==> config.mk <==
export PLATFORM = sky130hd
export DESIGN_NAME = sorted_oneshot_timer_queue_unit
export DESIGN_NICKNAME = d
export VERILOG_FILES = /design/src/rtl/core/sotq_pkg.sv /design/src/rtl/core/sorted_oneshot_timer_queue_unit.sv
export SDC_FILE = /design/constraint.sdc
export NUM_CORES = 2
export LEC_CHECK = 0
export ABC_AREA = 0
export BUFFER_PORTS_ARGS = -buffer_cell sky130_fd_sc_hd__buf_2
export CORE_MARGIN = 3
export CORE_UTILIZATION = 35
export CTS_CLUSTER_DIAMETER = 40
export DETAILED_ROUTE_END_ITERATION = 6
export PLACE_DENSITY = 0.63
export SKIP_CTS_REPAIR_TIMING = 1
export SLEW_MARGIN = 20
export SYNTH_ARGS = -nofsm -noshare
export SYNTH_HDL_FRONTEND = slang
export SYNTH_SLANG_ARGS = --single-unit
==> constraint.sdc <==
create_clock -name clk -period 5.25 [get_ports clk]
set_clock_uncertainty 0.15 [all_clocks]
set_input_delay 0.525 -clock clk [delete_from_list [all_inputs] [get_ports clk]]
set_output_delay 0.525 -clock clk [all_outputs]
set_load 0.05 [all_outputs]
==> src/rtl/core/sotq_pkg.sv <==
// ----------------------------------------------------------------------------
// sotq_pkg
// Shared types and constants of the sorted one-shot timer queue.
// ----------------------------------------------------------------------------
package sotq_pkg;

  localparam int NUM_TIMERS_DEF = 16;
  localparam int TIME_BITS_DEF  = 32;

  // item kinds carried on in_tuser
  localparam logic [1:0] KIND_ADD    = 2'd0;
  localparam logic [1:0] KIND_MODIFY = 2'd1;
  localparam logic [1:0] KIND_DELETE = 2'd2;
  localparam logic [1:0] KIND_TICK   = 2'd3;

  // one result word
  typedef struct packed {
    logic        status;
    logic        was_pending;
    logic        restart;
    logic        fired;
    logic [3:0]  fired_id;
    logic [31:0] fired_word;
    logic        last;
  } res_t;

endpackage

==> src/rtl/core/sorted_oneshot_timer_queue_unit.sv <==
// ----------------------------------------------------------------------------
// sorted_oneshot_timer_queue_unit
// Add/modify scan the list entries for the insert point, then shift entries in
// the order memory to open a gap; locating a timer to detach (modify, delete)
// scans the list, then closes the gap. A tick reads the head and detaches each
// expired timer in turn, shifting the remaining entries.
// One word is worked on at a time; the single order-memory port sets the pace.
// Reset (synchronous, rst_n low) empties the list and clears pending flags.
// ----------------------------------------------------------------------------
module sorted_oneshot_timer_queue_unit
  import sotq_pkg::*;
#(
  parameter int NUM_TIMERS = NUM_TIMERS_DEF,
  parameter int TIME_BITS  = TIME_BITS_DEF
) (
  input  logic         clk,
  input  logic         rst_n,
  input  logic         in_tvalid,
  output logic         in_tready,
  // [3:0] timer_id, [35:4] expiry_time, [67:36] user_word, [99:68] now_ticks
  input  logic [103:0] in_tdata,
  // [1:0] kind
  input  logic [1:0]   in_tuser,
  output logic         out_tvalid,
  input  logic         out_tready,
  // [0] status, [1] was_pending, [2] restart, [6:3] fired_id, [38:7] fired_word
  output logic [39:0]  out_tdata,
  // [0] fired
  output logic         out_tuser,
  output logic         out_tlast
);

  localparam int IDW = $clog2(NUM_TIMERS);
  localparam int CW  = $clog2(NUM_TIMERS + 1);

  typedef enum logic [13:0] {
    S_IDLE    = 14'b00000000000001,
    S_INS_RDO = 14'b00000000000010,
    S_INS_RDE = 14'b00000000000100,
    S_INS_CMP = 14'b00000000001000,
    S_SHF_RD  = 14'b00000000010000,
    S_SHF_WR  = 14'b00000000100000,
    S_DET_RDO = 14'b00000001000000,
    S_DET_CMP = 14'b00000010000000,
    S_DET_RD  = 14'b00000100000000,
    S_DET_WR  = 14'b00001000000000,
    S_TK_RDO  = 14'b00010000000000,
    S_TK_RDE  = 14'b00100000000000,
    S_TK_CMP  = 14'b01000000000000,
    S_EMIT    = 14'b10000000000000
  } state_t;

  // input unpack
  logic [3:0]           in_id;
  logic [31:0]          in_exp, in_word, in_now;
  logic                 in_id_ok;
  logic [IDW-1:0]       in_idx;
  logic                 in_acc;

  assign in_id    = in_tdata[3:0];
  assign in_exp   = in_tdata[35:4];
  assign in_word  = in_tdata[67:36];
  assign in_now   = in_tdata[99:68];
  assign in_id_ok = (32'(in_id) < NUM_TIMERS);
  assign in_idx   = IDW'(in_id);

  // registers
  state_t               state_r, state_nxt;
  logic [1:0]           kind_r, kind_nxt;
  logic [IDW-1:0]       id_r, id_nxt;
  logic [TIME_BITS-1:0] tm_r, tm_nxt;
  logic [CW-1:0]        pos_r, pos_nxt;
  logic [CW-1:0]        i_r, i_nxt;
  logic [CW-1:0]        cnt_r, cnt_nxt;
  logic                 wp_r, wp_nxt;
  logic                 held_r, held_nxt;
  logic [3:0]           hid_r, hid_nxt;
  logic [31:0]          hword_r, hword_nxt;
  res_t                 res_r, res_nxt;
  logic [NUM_TIMERS-1:0] pend_r;
  logic                 pend_set, pend_clr;
  logic                 out_valid_r;
  res_t                 out_r, out_nxt;
  logic                 out_load, out_free;

  // memories
  logic [IDW-1:0]       ord_mem [NUM_TIMERS];
  logic [TIME_BITS-1:0] exp_mem [NUM_TIMERS];
  logic [31:0]          wrd_mem [NUM_TIMERS];
  logic [IDW-1:0]       ord_rd_r, ord_raddr, ord_waddr, ord_wdata;
  logic                 ord_we;
  logic [TIME_BITS-1:0] exp_rd_r, exp_wdata;
  logic [31:0]          wrd_rd_r;
  logic [IDW-1:0]       exp_raddr, exp_waddr;
  logic                 exp_we, wrd_we;

  // tick compare: expired when expiry minus now is not positive
  logic [TIME_BITS-1:0] diff;
  logic                 expired;
  assign diff    = exp_rd_r - tm_r;
  assign expired = (diff == '0) || diff[TIME_BITS-1];

  assign in_tready = (state_r == S_IDLE);
  assign in_acc    = in_tvalid && in_tready;
  assign out_free  = !out_valid_r || out_tready;

  always_ff @(posedge clk) begin
    if (ord_we) ord_mem[ord_waddr] <= ord_wdata;
    ord_rd_r <= ord_mem[ord_raddr];
  end

  always_ff @(posedge clk) begin
    if (exp_we) exp_mem[exp_waddr] <= exp_wdata;
    if (wrd_we) wrd_mem[exp_waddr] <= in_word;
    exp_rd_r <= exp_mem[exp_raddr];
    wrd_rd_r <= wrd_mem[exp_raddr];
  end

  // control sequencer
  always_comb begin
    state_nxt = state_r;
    kind_nxt  = kind_r;
    id_nxt    = id_r;
    tm_nxt    = tm_r;
    pos_nxt   = pos_r;
    i_nxt     = i_r;
    cnt_nxt   = cnt_r;
    wp_nxt    = wp_r;
    held_nxt  = held_r;
    hid_nxt   = hid_r;
    hword_nxt = hword_r;
    res_nxt   = res_r;
    pend_set  = 1'b0;
    pend_clr  = 1'b0;
    out_load  = 1'b0;
    out_nxt   = res_r;
    ord_raddr = pos_r[IDW-1:0];
    ord_we    = 1'b0;
    ord_waddr = i_r[IDW-1:0];
    ord_wdata = ord_rd_r;
    exp_raddr = id_r;
    exp_waddr = in_idx;
    exp_wdata = TIME_BITS'(in_exp);
    exp_we    = 1'b0;
    wrd_we    = 1'b0;

    case (state_r)
      S_IDLE: begin
        if (in_acc) begin
          kind_nxt = in_tuser;
          id_nxt   = in_idx;
          pos_nxt  = '0;
          res_nxt  = '0;
          res_nxt.last = 1'b1;
          case (in_tuser)
            KIND_ADD: begin
              if (!in_id_ok || pend_r[in_idx]) begin
                res_nxt.status = 1'b1;
                state_nxt = S_EMIT;
              end else begin
                exp_we    = 1'b1;
                wrd_we    = 1'b1;
                tm_nxt    = TIME_BITS'(in_exp);
                wp_nxt    = 1'b0;
                state_nxt = S_INS_RDO;
              end
            end
            KIND_MODIFY: begin
              if (!in_id_ok) begin
                state_nxt = S_EMIT;
              end else begin
                exp_we    = 1'b1;
                tm_nxt    = TIME_BITS'(in_exp);
                wp_nxt    = pend_r[in_idx];
                state_nxt = pend_r[in_idx] ? S_DET_RDO : S_INS_RDO;
              end
            end
            KIND_DELETE: begin
              if (!in_id_ok || !pend_r[in_idx]) state_nxt = S_EMIT;
              else state_nxt = S_DET_RDO;
            end
            default: begin
              tm_nxt    = TIME_BITS'(in_now);
              held_nxt  = 1'b0;
              state_nxt = S_TK_RDO;
            end
          endcase
        end
      end

      // sorted insert: find first entry with later expiry
      S_INS_RDO: begin
        if (pos_r == cnt_r) begin
          i_nxt     = cnt_r;
          state_nxt = S_SHF_RD;
        end else begin
          state_nxt = S_INS_RDE;
        end
      end
      S_INS_RDE: begin
        exp_raddr = ord_rd_r;
        state_nxt = S_INS_CMP;
      end
      S_INS_CMP: begin
        if (exp_rd_r <= tm_r) begin
          pos_nxt   = pos_r + 1'b1;
          state_nxt = S_INS_RDO;
        end else begin
          i_nxt     = cnt_r;
          state_nxt = S_SHF_RD;
        end
      end

      // open a gap at pos by moving entries down one place
      S_SHF_RD: begin
        ord_raddr = IDW'(i_r - 1'b1);
        if (i_r == pos_r) begin
          ord_we    = 1'b1;
          ord_waddr = pos_r[IDW-1:0];
          ord_wdata = id_r;
          cnt_nxt   = cnt_r + 1'b1;
          pend_set  = 1'b1;
          res_nxt   = '0;
          res_nxt.was_pending = wp_r;
          res_nxt.restart     = (pos_r == '0);
          res_nxt.last        = 1'b1;
          state_nxt = S_EMIT;
        end else begin
          state_nxt = S_SHF_WR;
        end
      end
      S_SHF_WR: begin
        ord_we    = 1'b1;
        i_nxt     = i_r - 1'b1;
        state_nxt = S_SHF_RD;
      end

      // detach: locate id, then close the gap
      S_DET_RDO: begin
        state_nxt = S_DET_CMP;
      end
      S_DET_CMP: begin
        if (ord_rd_r == id_r) begin
          i_nxt     = pos_r;
          state_nxt = S_DET_RD;
        end else begin
          pos_nxt   = pos_r + 1'b1;
          state_nxt = S_DET_RDO;
        end
      end
      S_DET_RD: begin
        ord_raddr = IDW'(i_r + 1'b1);
        if (CW'(i_r + 1'b1) == cnt_r) begin
          cnt_nxt  = cnt_r - 1'b1;
          pend_clr = 1'b1;
          pos_nxt  = '0;
          case (kind_r)
            KIND_MODIFY: state_nxt = S_INS_RDO;
            KIND_TICK:   state_nxt = S_TK_RDO;
            default: begin
              res_nxt   = '0;
              res_nxt.was_pending = 1'b1;
              res_nxt.last        = 1'b1;
              state_nxt = S_EMIT;
            end
          endcase
        end else begin
          state_nxt = S_DET_WR;
        end
      end
      S_DET_WR: begin
        ord_we    = 1'b1;
        i_nxt     = i_r + 1'b1;
        state_nxt = S_DET_RD;
      end

      // tick: check the head, pop while expired
      S_TK_RDO: begin
        ord_raddr = '0;
        if (cnt_r == '0) begin
          res_nxt   = '0;
          res_nxt.last = 1'b1;
          if (held_r) begin
            res_nxt.fired      = 1'b1;
            res_nxt.fired_id   = hid_r;
            res_nxt.fired_word = hword_r;
          end
          state_nxt = S_EMIT;
        end else begin
          state_nxt = S_TK_RDE;
        end
      end
      S_TK_RDE: begin
        exp_raddr = ord_rd_r;
        id_nxt    = ord_rd_r;
        state_nxt = S_TK_CMP;
      end
      S_TK_CMP: begin
        if (expired) begin
          if (!held_r || out_free) begin
            out_nxt            = '0;
            out_nxt.fired      = 1'b1;
            out_nxt.fired_id   = hid_r;
            out_nxt.fired_word = hword_r;
            out_load  = held_r;
            held_nxt  = 1'b1;
            hid_nxt   = 4'(id_r);
            hword_nxt = wrd_rd_r;
            i_nxt     = '0;
            state_nxt = S_DET_RD;
          end
        end else begin
          res_nxt   = '0;
          res_nxt.last = 1'b1;
          if (held_r) begin
            res_nxt.fired      = 1'b1;
            res_nxt.fired_id   = hid_r;
            res_nxt.fired_word = hword_r;
          end
          state_nxt = S_EMIT;
        end
      end

      // hand the final result to the output register
      S_EMIT: begin
        if (out_free) begin
          out_load  = 1'b1;
          state_nxt = S_IDLE;
        end
      end

      default: state_nxt = S_IDLE;
    endcase
  end

  // control registers
  always_ff @(posedge clk) begin
    if (!rst_n) begin
      state_r     <= S_IDLE;
      cnt_r       <= '0;
      pend_r      <= '0;
      held_r      <= 1'b0;
      out_valid_r <= 1'b0;
    end else begin
      state_r <= state_nxt;
      cnt_r   <= cnt_nxt;
      held_r  <= held_nxt;
      if (pend_set) pend_r[id_r] <= 1'b1;
      if (pend_clr) pend_r[id_r] <= 1'b0;
      if (out_load) out_valid_r <= 1'b1;
      else if (out_tready) out_valid_r <= 1'b0;
    end
  end

  // payload registers
  always_ff @(posedge clk) begin
    kind_r  <= kind_nxt;
    id_r    <= id_nxt;
    tm_r    <= tm_nxt;
    pos_r   <= pos_nxt;
    i_r     <= i_nxt;
    wp_r    <= wp_nxt;
    hid_r   <= hid_nxt;
    hword_r <= hword_nxt;
    res_r   <= res_nxt;
    if (out_load) out_r <= out_nxt;
  end

  assign out_tvalid = out_valid_r;
  assign out_tdata  = {1'b0, out_r.fired_word, out_r.fired_id, out_r.restart,
                       out_r.was_pending, out_r.status};
  assign out_tuser  = out_r.fired;
  assign out_tlast  = out_r.last;

endmodule

==> out/metrics.yaml <==
outcome:
  status: "finished clean"
cts:
  cts_tree: "yes"
  insertion_delay_ns: 0.77
  cts_buffers: 147
  root_buffer: "clkbuf_16"
  cts_max_level: 4
  cts.sinks: 1359
  clk_pin_slew_worst_paths_ns: 0.06
  ctsLongestPathBuffers: 3
yosys:
  synth_cells: 3065
  ys_warn_count: 0
  async_flop_share_pct: 0
  synthFlopType: "edfxtp_1"
  synth_area_mm2: 0.0549
  yosys.area.top_type: "edfxtp_1"
  syn-num-nets: 3215
  avgSynthCellArea_um2: 17.9
  synthDistinctLibCells: 95
  synth-seq-cells: 1359
  ys_seq_area_share_pct: 72.4
  yosys-top-cells-area: "edfxtp_1 69%, mux4_2 11%, dfxtp_1 3.8%"
  synth-edff-count: 1254
  yosys.area.top_type_share_pct: 68.6
power:
  internal_power_mw: 19.9
  p_total_mw: 26.4
  p_comb_share_pct: 12.9
  switchingPower_mw: 6.46
  seq_power_share_pct: 47.2
  switching_share_pct: 24.5
  ir_drop_uv: 338
  leakage_nw: 21.4
  clockPowerShare_pct: 39.9
  power_density_mw_per_mm2: 407
grt:
  grt_pass1_vias: 29000
  grt_max_degree: 64
  grt-ovfl-total: 0
  antenna_found_initial: 21
  grt_pass1_wl_um: 191000
  grtUsageTotal_pct: 15.8
floorplan:
  die-area_mm2: 0.162
  row_count: 144
  ioPinCount: 154
  coreArea_mm2: 0.155
  fp.dieW_um: 402
  initial_core_util_pct: 35.4
  die_h_um: 402
sta:
  setup-violations-final: 0
  period_minus_slack_ns: 4.53
  max_freq_mhz: 221
  period_share_pct: 86.2
  worst_pin_slew_ns: 1.07
  rsz0062_at_grt: "no"
  hold_violations: 0
  slew_viol_final: 0
  relSlewSlack_pct: 27.0
  fin_setup_tns_ns: 0
routing:
  first_pass_iters: 5
  wl_met2_um: 62400
  routedWlPerCell_um: 23.1
  route.vias.total: 28900
  drt-initial-drc-count: 2745
  routed_wl_um: 129000
  drcViolationCount: 0
  top_layer_used: "met5"
  dr_wl_met3_um: 8320
  drt-met1-wl_um: 55900
  viasPerCell: 5.18
  ant_nets: 0
final_layout:
  fill_cells: 13600
  post-route-util_pct: 41.9
  finalNetCount: 3553
  final_common_cell: "edfxtp_1"
  synthToLayoutAreaGrowth_pct: 18.2
  drive_above_1_share_pct: 26.2
  layout_common_cells: "1254 x edfxtp_1, 261 x mux4_2, 208 x nand2_1"
worst_hold_path:
  hold_class: "in -> reg"
critical_path:
  cp.required_ns: 5.53
  cp_max_fo: 13
  cp-start-kind: "flip-flop"
  cp-end-kind: "flip-flop"
  criticalPathCategory: "reg -> reg"
  worst_ep_arrival_time_ns: 4.81
place:
  gp_congestion: 0.870
  hpwlAfterDp_um: 78400
  port-buffer-count: 148
run:
  drv_cap: 0
[critical path, cell delays in order, from the launching register on]
cell and delay, ns:
dfxtp_1 0.34, nor4_1 0.59, nand4_1 0.26, or3b_2 0.54
clkinv_1 0.22, nand2_1 0.18, inv_1 0.14, o21ai_0 0.24
nor2_1 0.29, nand3_1 0.36, nor2_4 0.52, buf_4 0.35
[layer usage]
| metal | track usage (%) | up-vias |
|---|---|---|
| met2 | 25.4 | 907 |
| met5 | 0 | - |
| met3 | 3.73 | 188 |
| met1 | 21.5 | 14900 |
| met4 | 4.50 | 8 |
| li1 | - | 12900 |
[kinds of logic after synthesis]
family                     share of synthesized area (%)
AOI/OAI and AO/OA                                   4.66
DFF                                                 72.4
and+or+nand+nor                                     5.54
other                                            0.00683
xor gates and xnor gates                           0.780
muxes                                               13.6
buffers and inverters                               2.05
adders and majority gates                          0.926
[through the flow]
step / setup slack, ns / hold slack (ns) / std cells / area (um2)
2_1_floorplan: 0.0371 / 0.236 / 3065 / 54900
3_3_place_gp: 0.816 / 0.239 / 5216 / 59000
3_5_place_dp: 0.737 / 0.239 / 5217 / 59000
4_1_cts: 0.694 / -0.123 / 5493 / 64000
5_1_grt: 0.385 / 0.000373 / 5578 / 64900
6_report: 0.724 / 0.0149 / 5587 / 64900
[Yosys cell counts (39+ instances only)]
master    instances
nor2_1          122
a31oi_1          70
clkbuf_1         99
ha_1             39
a211oi_1         83
inv_1            62
mux2_2           48
mux4_2          261
dfxtp_1         105
and2_1          103
a21oi_1          92
mux2i_1          43
nand2_1         208
edfxtp_1       1254
[area by class of cell]
type                    instances  area, um2  share of cell area [%]
diodes                         13       32.5                  0.0501
multi-input cells            1474      14400                    22.1
flip-flops and latches       1359      39800                    61.3
repair buffers                357       2900                    4.46
inverters                      64        240                   0.370
clock buffers                 207       4220                    6.50
clock inverters                69        822                    1.27
well taps                    2044       2560                    3.94
[power by group through the flow]
stage	registers [mW]	logic [mW]	clock network [mW]
global route	12.5	3.72	11.2
global placement	12.7	3.33	0
finish	12.5	3.41	10.5
CTS	12.5	3.38	10.7
floorplan	12.6	2.34	0
detailed placement	12.7	3.36	0
[final timing paths]
kind	startpoint	to	slack, ns	cells past startpoint
min	in_tdata[16]	exp_mem[2][12]$_DFFE_PP_	0.01	1
max	state_r[3]$_SDFFE_PN0P_	exp_mem[15][21]$_DFFE_PP_	0.72	11
min reg2reg	wrd_rd_r[9]$_DFF_P_	hword_r[9]$_DFFE_PP_	0.25	0
max reg2reg	state_r[3]$_SDFFE_PN0P_	exp_mem[15][21]$_DFFE_PP_	0.72	11
[flip-flops by register name (all words and copies together), names as in the netlist, 14 cells and up]
signal and count:
exp_mem 512, wrd_mem 512, ord_mem 64, res_r 40, out_tdata 39, exp_rd_r 32
hword_r 32, tm_r 32, wrd_rd_r 32, pend_r 16, state_r 14
Note: power is estimated with default switching activity, not from simulation.
